[src/sv/joystick_average_map_direction_core_macros.svh]
// ---------------------------------------------------------------------------
// joystick_average_map_direction_core_macros
// Assertion helpers shared by the joystick core.
// ---------------------------------------------------------------------------
`ifndef JOYSTICK_AVERAGE_MAP_DIRECTION_CORE_MACROS_SVH
`define JOYSTICK_AVERAGE_MAP_DIRECTION_CORE_MACROS_SVH

// same-cycle implication, disabled in reset
`define JAMD_ASSERT_IMP(lbl, ck, rn, ante, cons, msg) \
  lbl: assert property (@(posedge ck) disable iff (!rn) (ante) |-> (cons)) \
    else $error(msg);

// next-cycle implication, disabled in reset
`define JAMD_ASSERT_NXT(lbl, ck, rn, ante, cons, msg) \
  lbl: assert property (@(posedge ck) disable iff (!rn) (ante) |=> (cons)) \
    else $error(msg);

`endif

[src/sv/jamd_pkg.sv]
// ---------------------------------------------------------------------------
// jamd_pkg
// Shared types and constants of the joystick average/map/direction core.
// ---------------------------------------------------------------------------
package jamd_pkg;

  localparam int CFG_IDX_W = 2;
  localparam logic [CFG_IDX_W-1:0] CFG_X_CENTER  = 2'd0;
  localparam logic [CFG_IDX_W-1:0] CFG_Y_CENTER  = 2'd1;
  localparam logic [CFG_IDX_W-1:0] CFG_DZ_RADIUS = 2'd2;

  localparam logic [7:0] CENTER_RESET = 8'd128;
  localparam logic [7:0] DZ_RESET     = 8'd50;
  localparam logic [7:0] ADC_MAX      = 8'd255;
  localparam logic [6:0] FULL_SCALE   = 7'd100;

  // dividend width of the mapping divide: 255 * 100 fits in 15 bits
  localparam int NUM_W = 15;
  localparam int DIV_CNT_W = 4;

  localparam logic [2:0] DIR_NEUTRAL = 3'd0;
  localparam logic [2:0] DIR_RIGHT   = 3'd1;
  localparam logic [2:0] DIR_DOWN    = 3'd2;
  localparam logic [2:0] DIR_LEFT    = 3'd3;
  localparam logic [2:0] DIR_UP      = 3'd4;

  typedef struct packed {
    logic [7:0] x_avg;
    logic [7:0] y_avg;
  } avg_pair_t;

  typedef struct packed {
    logic [7:0] x_center;
    logic [7:0] y_center;
    logic [7:0] dz_radius;
  } jamd_cfg_t;

endpackage

[src/sv/jamd_front.sv]
// ---------------------------------------------------------------------------
// jamd_front
// Accumulates sample pairs and turns each full batch into a pair of averages.
// ---------------------------------------------------------------------------
module jamd_front #(
  parameter int BATCH_SIZE = 5
) (
  input  logic                clk,
  input  logic                rst_n,
  input  logic                in_push,
  output logic                in_full,
  input  logic [7:0]          in_x_sample,
  input  logic [7:0]          in_y_sample,
  output logic                q_push,
  input  logic                q_full,
  output jamd_pkg::avg_pair_t q_data
);
  import jamd_pkg::*;

  localparam int CNT_W   = (BATCH_SIZE > 1) ? $clog2(BATCH_SIZE) : 1;
  localparam int ACC_W   = 8 + CNT_W;
  localparam int RECIP_W = ACC_W + 1;
  localparam int PROD_W  = ACC_W + RECIP_W;
  // floor(2^ACC_W / BATCH_SIZE): estimate is exact or one low
  localparam logic [RECIP_W-1:0] RECIP = RECIP_W'((64'd1 << ACC_W) / BATCH_SIZE);
  localparam logic [CNT_W-1:0]   LAST  = CNT_W'(BATCH_SIZE - 1);
  localparam logic [ACC_W-1:0]   DIVC  = ACC_W'(BATCH_SIZE);

  localparam logic [1:0] F_ACC = 2'd0;
  localparam logic [1:0] F_EST = 2'd1;
  localparam logic [1:0] F_FIX = 2'd2;

  logic [1:0]       state_r, state_nxt;
  logic [CNT_W-1:0] cnt_r, cnt_nxt;
  logic [ACC_W-1:0] acc_x_r, acc_x_nxt, acc_y_r, acc_y_nxt;
  logic [ACC_W-1:0] sum_x_r, sum_y_r, sum_x_add, sum_y_add;
  logic [7:0]       qx_r, qy_r;
  logic [PROD_W-1:0] prod_x, prod_y;
  logic [ACC_W-1:0] rem_x, rem_y;
  logic             accept, batch_done;

  assign in_full    = (state_r != F_ACC);
  assign accept     = in_push && !in_full;
  assign batch_done = accept && (cnt_r == LAST);
  assign sum_x_add  = acc_x_r + ACC_W'(in_x_sample);
  assign sum_y_add  = acc_y_r + ACC_W'(in_y_sample);

  assign prod_x = PROD_W'(sum_x_r) * PROD_W'(RECIP);
  assign prod_y = PROD_W'(sum_y_r) * PROD_W'(RECIP);

  // remainder check lifts a low estimate by one
  assign rem_x = sum_x_r - ACC_W'(qx_r) * DIVC;
  assign rem_y = sum_y_r - ACC_W'(qy_r) * DIVC;
  assign q_data.x_avg = (rem_x >= DIVC) ? qx_r + 8'd1 : qx_r;
  assign q_data.y_avg = (rem_y >= DIVC) ? qy_r + 8'd1 : qy_r;
  assign q_push = (state_r == F_FIX) && !q_full;

  always_comb begin
    state_nxt = state_r;
    cnt_nxt   = cnt_r;
    acc_x_nxt = acc_x_r;
    acc_y_nxt = acc_y_r;
    unique case (state_r)
      F_ACC: begin
        if (batch_done) begin
          cnt_nxt   = '0;
          acc_x_nxt = '0;
          acc_y_nxt = '0;
          state_nxt = F_EST;
        end else if (accept) begin
          cnt_nxt   = cnt_r + 1'b1;
          acc_x_nxt = sum_x_add;
          acc_y_nxt = sum_y_add;
        end
      end
      F_EST: state_nxt = F_FIX;
      F_FIX: begin
        if (!q_full) begin
          state_nxt = F_ACC;
        end
      end
      default: state_nxt = F_ACC;
    endcase
  end

  always_ff @(posedge clk) begin
    if (!rst_n) begin
      state_r <= F_ACC;
      cnt_r   <= '0;
      acc_x_r <= '0;
      acc_y_r <= '0;
    end else begin
      state_r <= state_nxt;
      cnt_r   <= cnt_nxt;
      acc_x_r <= acc_x_nxt;
      acc_y_r <= acc_y_nxt;
    end
  end

  always_ff @(posedge clk) begin
    if (batch_done) begin
      sum_x_r <= sum_x_add;
      sum_y_r <= sum_y_add;
    end
    if (state_r == F_EST) begin
      qx_r <= prod_x[ACC_W+7:ACC_W];
      qy_r <= prod_y[ACC_W+7:ACC_W];
    end
  end

endmodule

[src/sv/jamd_fifo.sv]
// ---------------------------------------------------------------------------
// jamd_fifo
// Two-entry queue of average pairs between the front and back ends.
// ---------------------------------------------------------------------------
module jamd_fifo (
  input  logic                clk,
  input  logic                rst_n,
  input  logic                push,
  input  jamd_pkg::avg_pair_t wdata,
  output logic                full,
  input  logic                pop,
  output jamd_pkg::avg_pair_t rdata,
  output logic                empty
);
  import jamd_pkg::*;

  avg_pair_t  slot0_r, slot1_r;
  logic       wr_ptr_r, rd_ptr_r;
  logic [1:0] cnt_r;
  logic       do_push, do_pop;

  assign full    = (cnt_r == 2'd2);
  assign empty   = (cnt_r == 2'd0);
  assign do_push = push && !full;
  assign do_pop  = pop && !empty;
  assign rdata   = rd_ptr_r ? slot1_r : slot0_r;

  always_ff @(posedge clk) begin
    if (!rst_n) begin
      wr_ptr_r <= 1'b0;
      rd_ptr_r <= 1'b0;
      cnt_r    <= 2'd0;
    end else begin
      if (do_push) begin
        wr_ptr_r <= ~wr_ptr_r;
      end
      if (do_pop) begin
        rd_ptr_r <= ~rd_ptr_r;
      end
      if (do_push && !do_pop) begin
        cnt_r <= cnt_r + 2'd1;
      end else if (do_pop && !do_push) begin
        cnt_r <= cnt_r - 2'd1;
      end
    end
  end

  always_ff @(posedge clk) begin
    if (do_push && !wr_ptr_r) begin
      slot0_r <= wdata;
    end
    if (do_push && wr_ptr_r) begin
      slot1_r <= wdata;
    end
  end

endmodule

[src/sv/jamd_div.sv]
// ---------------------------------------------------------------------------
// jamd_div
// Restoring divider, one quotient bit per cycle.
// ---------------------------------------------------------------------------
module jamd_div (
  input  logic                         clk,
  input  logic                         rst_n,
  input  logic                         start,
  input  logic [jamd_pkg::NUM_W-1:0]   num,
  input  logic [7:0]                   den,
  output logic                         done,
  output logic [7:0]                   quo
);
  import jamd_pkg::*;

  localparam logic [DIV_CNT_W-1:0] LAST_STEP = DIV_CNT_W'(NUM_W - 1);

  logic                 busy_r, done_r;
  logic [DIV_CNT_W-1:0] cnt_r;
  logic [7:0]           rem_r, den_r;
  logic [NUM_W-1:0]     quo_r;
  logic [8:0]           trial, diff;
  logic                 ge;

  assign trial = {rem_r, quo_r[NUM_W-1]};
  assign diff  = trial - {1'b0, den_r};
  assign ge    = (trial >= {1'b0, den_r});
  assign done  = done_r;
  assign quo   = quo_r[7:0];

  always_ff @(posedge clk) begin
    if (!rst_n) begin
      busy_r <= 1'b0;
      done_r <= 1'b0;
      cnt_r  <= '0;
    end else begin
      done_r <= busy_r && (cnt_r == LAST_STEP);
      if (start) begin
        busy_r <= 1'b1;
        cnt_r  <= '0;
      end else if (busy_r) begin
        cnt_r <= cnt_r + 1'b1;
        if (cnt_r == LAST_STEP) begin
          busy_r <= 1'b0;
        end
      end
    end
  end

  always_ff @(posedge clk) begin
    if (start) begin
      rem_r <= '0;
      quo_r <= num;
      den_r <= den;
    end else if (busy_r) begin
      rem_r <= ge ? diff[7:0] : trial[7:0];
      quo_r <= {quo_r[NUM_W-2:0], ge};
    end
  end

endmodule

[src/sv/jamd_back.sv]
// ---------------------------------------------------------------------------
// jamd_back
// Maps averages to -100..100, classifies direction, holds the result word.
// ---------------------------------------------------------------------------
`include "joystick_average_map_direction_core_macros.svh"

module jamd_back (
  input  logic                clk,
  input  logic                rst_n,
  input  jamd_pkg::jamd_cfg_t cfg,
  input  logic                q_empty,
  input  jamd_pkg::avg_pair_t q_data,
  output logic                q_pop,
  output logic                out_empty,
  input  logic                out_pop,
  output logic [7:0]          out_x_position,
  output logic [7:0]          out_y_position,
  output logic [2:0]          out_direction
);
  import jamd_pkg::*;

  typedef struct packed {
    logic             neg;
    logic             zero;
    logic [NUM_W-1:0] num;
    logic [7:0]       den;
  } axis_setup_t;

  localparam logic [1:0] B_IDLE = 2'd0;
  localparam logic [1:0] B_DIV  = 2'd1;
  localparam logic [1:0] B_SQ   = 2'd2;
  localparam logic [1:0] B_OUT  = 2'd3;

  function automatic axis_setup_t axis_setup(input logic [7:0] avg, input logic [7:0] ctr);
    axis_setup_t s;
    logic [7:0]  diff;
    s.neg  = (avg <= ctr);
    diff   = s.neg ? ctr - avg : avg - ctr;
    s.zero = s.neg && (ctr == 8'd0);
    s.num  = NUM_W'(diff) * NUM_W'(FULL_SCALE);
    s.den  = s.neg ? ctr : ADC_MAX - ctr;
    return s;
  endfunction

  logic [1:0]        state_r, state_nxt;
  axis_setup_t       sx, sy;
  logic              negx_r, zerox_r, negy_r, zeroy_r;
  logic              x_done, y_done, start;
  logic [7:0]        x_quo, y_quo, magx, magy;
  logic signed [7:0] xp_r, yp_r;
  logic signed [15:0] xsq_full, ysq_full;
  logic [14:0]       xsq_r, ysq_r;
  logic [15:0]       rsq_r;
  logic [16:0]       sq_sum;
  logic signed [8:0] sum_xy;
  logic [2:0]        dir;
  logic              out_valid_r, out_valid_nxt, out_load;
  logic [7:0]        out_x_r, out_y_r;
  logic [2:0]        out_dir_r;
  logic              pos_ok;

  assign sx    = axis_setup(q_data.x_avg, cfg.x_center);
  assign sy    = axis_setup(q_data.y_avg, cfg.y_center);
  assign start = (state_r == B_IDLE) && !q_empty;
  assign q_pop = start;

  jamd_div u_div_x (
    .clk   (clk),
    .rst_n (rst_n),
    .start (start),
    .num   (sx.num),
    .den   (sx.den),
    .done  (x_done),
    .quo   (x_quo)
  );

  jamd_div u_div_y (
    .clk   (clk),
    .rst_n (rst_n),
    .start (start),
    .num   (sy.num),
    .den   (sy.den),
    .done  (y_done),
    .quo   (y_quo)
  );

  // zero center with zero average: 0/0 repaired to 0
  assign magx = zerox_r ? 8'd0 : x_quo;
  assign magy = zeroy_r ? 8'd0 : y_quo;

  assign xsq_full = xp_r * xp_r;
  assign ysq_full = yp_r * yp_r;
  assign sq_sum   = 17'(xsq_r) + 17'(ysq_r);
  assign sum_xy   = 9'(xp_r) + 9'(yp_r);

  always_comb begin
    if (sq_sum < 17'(rsq_r)) begin
      dir = DIR_NEUTRAL;
    end else if (xp_r > yp_r) begin
      dir = (sum_xy > 9'sd0) ? DIR_RIGHT : DIR_DOWN;
    end else begin
      dir = (sum_xy < 9'sd0) ? DIR_LEFT : DIR_UP;
    end
  end

  assign out_load = (state_r == B_OUT) && (!out_valid_r || out_pop);

  always_comb begin
    state_nxt = state_r;
    unique case (state_r)
      B_IDLE: begin
        if (!q_empty) begin
          state_nxt = B_DIV;
        end
      end
      B_DIV: begin
        if (x_done) begin
          state_nxt = B_SQ;
        end
      end
      B_SQ:  state_nxt = B_OUT;
      B_OUT: begin
        if (out_load) begin
          state_nxt = B_IDLE;
        end
      end
      default: state_nxt = B_IDLE;
    endcase
  end

  always_comb begin
    out_valid_nxt = out_valid_r;
    if (out_pop && out_valid_r) begin
      out_valid_nxt = 1'b0;
    end
    if (out_load) begin
      out_valid_nxt = 1'b1;
    end
  end

  always_ff @(posedge clk) begin
    if (!rst_n) begin
      state_r     <= B_IDLE;
      out_valid_r <= 1'b0;
    end else begin
      state_r     <= state_nxt;
      out_valid_r <= out_valid_nxt;
    end
  end

  always_ff @(posedge clk) begin
    if (start) begin
      negx_r  <= sx.neg;
      zerox_r <= sx.zero;
      negy_r  <= sy.neg;
      zeroy_r <= sy.zero;
    end
    if ((state_r == B_DIV) && x_done) begin
      xp_r <= negx_r ? -magx : magx;
      yp_r <= negy_r ? -magy : magy;
    end
    if (state_r == B_SQ) begin
      xsq_r <= xsq_full[14:0];
      ysq_r <= ysq_full[14:0];
      rsq_r <= 16'(cfg.dz_radius) * 16'(cfg.dz_radius);
    end
    if (out_load) begin
      out_x_r   <= xp_r;
      out_y_r   <= yp_r;
      out_dir_r <= dir;
    end
  end

  assign out_empty      = !out_valid_r;
  assign out_x_position = out_x_r;
  assign out_y_position = out_y_r;
  assign out_direction  = out_dir_r;

  assign pos_ok = ($signed(out_x_r) >= -8'sd100) && ($signed(out_x_r) <= 8'sd100) &&
                  ($signed(out_y_r) >= -8'sd100) && ($signed(out_y_r) <= 8'sd100);

  `JAMD_ASSERT_IMP(a_pop_nonempty, clk, rst_n, q_pop, !q_empty, "pop of empty queue")
  `JAMD_ASSERT_IMP(a_div_lockstep, clk, rst_n, 1'b1, x_done == y_done, "dividers out of step")
  `JAMD_ASSERT_IMP(a_done_in_div, clk, rst_n, x_done, state_r == B_DIV, "divide done outside wait")
  `JAMD_ASSERT_NXT(a_pos_range, clk, rst_n, out_load, pos_ok, "position out of range")

endmodule

[src/sv/joystick_average_map_direction_core.sv]
// ---------------------------------------------------------------------------
// joystick_average_map_direction_core
// Averages joystick X/Y samples per batch, maps them and classifies direction.
// ---------------------------------------------------------------------------
// Usage:
//   Input words (in_x_sample, in_y_sample) are pushed with in_push while
//   in_full is low. Every BATCH_SIZE-th word closes a batch and yields one
//   result word; the other words yield none.
//   Result words (position pair and direction) wait on the out_ ports while
//   out_empty is low and leave with out_pop.
//   Config: cfg_we with cfg_index 0 x center, 1 y center, 2 dead-zone
//   radius; index 3 is ignored. Write only while the core is idle.
// Timing:
//   Words that do not close a batch are taken while in_full is low. A batch-closing word
//   holds in_full high while the averages are formed (multiply by
//   reciprocal, then a remainder fix) and until the pair enters the queue.
//   The mapping divides form the quotients one bit per step; with the result
//   register free, the result word is loaded after the divide and square states.
//   A two-word queue lets a new batch gather while the previous one is mapped.
// Reset: clears accumulators, batch count, queue and result; centers go
//   to 128, radius to 50. A stalled result simply holds; the back end
//   waits, then the queue fills, then in_full rises.
// ---------------------------------------------------------------------------
module joystick_average_map_direction_core #(
  parameter int BATCH_SIZE = 5
) (
  input  logic                                 clk,
  input  logic                                 rst_n,
  input  logic                                 in_push,
  output logic                                 in_full,
  input  logic [7:0]                           in_x_sample,
  input  logic [7:0]                           in_y_sample,
  output logic                                 out_empty,
  input  logic                                 out_pop,
  output logic [7:0]                           out_x_position,
  output logic [7:0]                           out_y_position,
  output logic [2:0]                           out_direction,
  input  logic                                 cfg_we,
  input  logic [jamd_pkg::CFG_IDX_W-1:0]       cfg_index,
  input  logic [7:0]                           cfg_data
);
  import jamd_pkg::*;

  jamd_cfg_t cfg_r;
  avg_pair_t push_data, pop_data;
  logic      q_push, q_full, q_pop, q_empty;

  always_ff @(posedge clk) begin
    if (!rst_n) begin
      cfg_r.x_center  <= CENTER_RESET;
      cfg_r.y_center  <= CENTER_RESET;
      cfg_r.dz_radius <= DZ_RESET;
    end else if (cfg_we) begin
      unique case (cfg_index)
        CFG_X_CENTER:  cfg_r.x_center  <= cfg_data;
        CFG_Y_CENTER:  cfg_r.y_center  <= cfg_data;
        CFG_DZ_RADIUS: cfg_r.dz_radius <= cfg_data;
        default: ;
      endcase
    end
  end

  jamd_front #(
    .BATCH_SIZE (BATCH_SIZE)
  ) u_front (
    .clk         (clk),
    .rst_n       (rst_n),
    .in_push     (in_push),
    .in_full     (in_full),
    .in_x_sample (in_x_sample),
    .in_y_sample (in_y_sample),
    .q_push      (q_push),
    .q_full      (q_full),
    .q_data      (push_data)
  );

  jamd_fifo u_fifo (
    .clk   (clk),
    .rst_n (rst_n),
    .push  (q_push),
    .wdata (push_data),
    .full  (q_full),
    .pop   (q_pop),
    .rdata (pop_data),
    .empty (q_empty)
  );

  jamd_back u_back (
    .clk            (clk),
    .rst_n          (rst_n),
    .cfg            (cfg_r),
    .q_empty        (q_empty),
    .q_data         (pop_data),
    .q_pop          (q_pop),
    .out_empty      (out_empty),
    .out_pop        (out_pop),
    .out_x_position (out_x_position),
    .out_y_position (out_y_position),
    .out_direction  (out_direction)
  );

endmodule

[config.mk]
export PLATFORM = sky130hd
export DESIGN_NAME = joystick_average_map_direction_core
export DESIGN_NICKNAME = d
export VERILOG_FILES = /design/src/sv/jamd_pkg.sv /design/src/sv/jamd_front.sv /design/src/sv/jamd_fifo.sv /design/src/sv/jamd_div.sv /design/src/sv/jamd_back.sv /design/src/sv/joystick_average_map_direction_core.sv
export VERILOG_INCLUDE_DIRS = /design/src /design/src/sv
export SDC_FILE = /design/constraint.sdc
export NUM_CORES = 1
export LEC_CHECK = 0
export BUFFER_PORTS_ARGS = -buffer_cell sky130_fd_sc_hd__buf_2
export CAP_MARGIN = 20
export CORE_ASPECT_RATIO = 1.5
export CORE_UTILIZATION = 55
export DETAILED_ROUTE_END_ITERATION = 6
export PLACE_DENSITY = 0.76
export SYNTH_ARGS = -nofsm -noshare
export SYNTH_HDL_FRONTEND = slang
export SYNTH_HIERARCHICAL = 1
export SYNTH_SLANG_ARGS = --single-unit
[constraint.sdc]
create_clock -name clk -period 7.25 [get_ports clk]
set_input_delay 1.45 -clock clk [delete_from_list [all_inputs] [get_ports clk]]
set_output_delay 1.45 -clock clk [all_outputs]
set_load 0.01 [all_outputs]
==> impl_metrics.ini <==
[power]
switchingPower_uw = 1410
pwr-share-seq_pct = 40.6
comb_power_share_pct = 28.0
power.internal_uw = 3200
pwr_density_cell_mw_per_mm2 = 163
power_uw = 4610
p_leak_uw = 0.0129
ir_drop_v = 0.000210
power_frac_clock_pct = 31.4
p_sw_share_pct = 30.6

[routing]
post_drt_wl_per_cell_um = 16.7
drtIter0Drc = 820
wirelength_um = 55500
firstDrtPassIters = 5
drc = 0
ant_nets = 0
vias = 18700
viasPerCell = 5.64

[worst_setup_path]
path_cells = buf_4 > mux2_2 > inv_1 > ha_1 > inv_1 > fa_1 > nand3_1 > a21oi_2 > o32ai_4 > buf_4 > mux2_2 > xnor2_1 > ha_1 > ha_1 > inv_1 > fa_1 > inv_1 > ha_1 > a21oi_1 > nor2b_1 > o21ai_0 > a21oi_1 > xor2_1 > mux2_2
r2r_end = u_back/u_div_x/quo_r[14]
worst-r2r-cell-count = 24
rrSetupSlack_ps = 1080
crit_required_ps = 7560
worst-path-buf-inv = 6
cp_max_fo = 22
crit_family = adder cells
slowest_delay_ps = 530
start_kind = register
criticalPathCategory = reg2reg
cp.arrival_ps = 6480
slowest_stage = fa_1
r2r-start = u_fifo/rd_ptr_r
end_kind = register

[clock_network]
clockBufferDepth = 3
post_cts_resized = 0
cts_tree = done
holdBufCountCts = 0
h-tree-depth = 1
clk_latency_ps = 570
numClockSinks = 283
cts_setup_buffers = 0
cts_buffers = 28
cts_root_buf = clkbuf_16
clk_transition_reported_paths_ps = 60

[die]
io_pins = 52
die_h_um = 271
num_rows = 98
start_util_pct = 55.8
core_mm2 = 0.0477
die_w_um = 182
dieArea_mm2 = 0.0493

[placed_design]
gp_congestion = 0.919
portBuffers = 51
place_hpwl_um = 44400
dp_cells = 3258

[global_route]
gr-usage-all-layers_pct = 22.8
grt_pass1_vias = 19500
grt_pass1_wl_um = 91600
antenna_found_initial = 2
grt_max_degree = 65
grt_overflow = 0

[synth]
synth_warnings = 6
synth_area_mm2 = 0.0266
syn_inst = 2671
avgSynthCellArea_um2 = 9.97

[timing]
setup_viol = 0
max_freq_ghz = 0.162
worst_slew_pin_slew_ps = 1140
skew_ps = 15.4
period_share_pct = 85.1
drv_slew = 0
rsz0062_at_grt = false
hold_viol_final = 0
period_needed_ps = 6170
fin_setup_tns_ps = 0
slew_headroom_pct = 23.8

[layout]
syn2layout_area_growth_pct = 6.15
final_util_pct = 59.3
layout.nets = 3279
instances_no_fill = 3314
drive_above_1_share_pct = 7.19

[flow_run]
drv_cap = 0

[min_path]
worstHoldStart = u_front/acc_x_r[0]
hold_end = u_front/acc_x_r[0]
min_path_cells = 2
hp-class = reg2reg

[status]
status = completed
-- layer usage --
metal	up-vias	part of all wire (%)	track usage (%)
met5	-	0	0
met4	0	4.3	9.92
met3	144	3.4	2.35
met2	354	55	44.9
met1	9121	38	24.3
li1	9073	-	-
-- worst max-delay path by stage --
stage                          startpoint                  endpoint  slack, ps  cells after the start
after floorplan           u_fifo/rd_ptr_r  u_back/u_div_y/quo_r[14]       1520                     26
after global placement    u_fifo/rd_ptr_r  u_back/u_div_x/quo_r[14]       1230                     24
after detailed placement  u_fifo/rd_ptr_r  u_back/u_div_x/quo_r[12]       1070                     24
after CTS                 u_fifo/rd_ptr_r  u_back/u_div_x/quo_r[14]       1050                     24
after global routing      u_fifo/rd_ptr_r  u_back/u_div_x/quo_r[14]        740                     24
final                     u_fifo/rd_ptr_r  u_back/u_div_x/quo_r[14]       1080                     24
-- registers in the layout (all words and copies together) (netlist names), 14 cells and up --
register,count
cfg_r,24
u_back/xsq_r,14
u_back/ysq_r,14
u_back/u_div_y/quo_r,15
u_fifo/slot1_r,16
u_back/u_div_x/quo_r,15
u_fifo/slot0_r,16
u_back/rsq_r,15
-- layout make-up --
| type | count | area [µm²] |
|---|---|---|
| Multi-Input combinational cell | 1865 | 16900 |
| Clock buffer | 43 | 828 |
| Inverter | 450 | 1690 |
| Clock inverter | 9 | 82.6 |
| Sequential cell | 283 | 7650 |
| Fill cell | 3964 | 19400 |
| Antenna cell | 2 | 5.00 |
| Tap cell | 600 | 751 |
| Timing Repair Buffer | 62 | 345 |
-- worst min-delay path: cells and delay by family, from the launching register on --
family           cells  cell delay [ps]
AO/OA/AOI/OAI        1               50
flip-flops           1              310
AND/OR/NAND/NOR      1               60
-- per-stage QoR --
stage	area, µm²	setup WS [ps]	hold WS, ps
after floorplan	26600	1520	436
after global placement	27300	1230	444
after detailed placement	27300	1070	460
after CTS	28200	1050	468
after global routing	28300	737	498
final	28300	1080	467
-- power groups by stage --
stage	logic (µW)	clock network, µW	registers, µW
CTS	1290	1480	1870
global route	1450	1540	1880
finish	1290	1450	1870
floorplan	1040	0	1880
detailed placement	1270	0	1910
global placement	1230	0	1900
-- layout by cell type (no fill, tap or decap), drive strengths merged, types with 7 or more instances in the layout --
master,n
a211oi,19
a21boi,7
a21o,23
a21oi,95
a22oi,10
a311oi,7
a31oi,7
and2,46
and3,13
buf,61
clkbuf,44
dfxtp,85
edfxtp,198
fa,174
ha,384
inv,451
mux2,56
mux2i,34
nand2,154
nand2b,29
nand3,34
nand4,25
nor2,159
nor2b,61
nor3,43
nor3b,9
nor4,10
nor4b,8
o211ai,22
o21a,26
o21ai,70
o21bai,15
o221ai,7
o31ai,10
o41ai,10
or3,18
xnor2,149
xor2,51
Note: power is estimated with default switching activity, not from simulation.
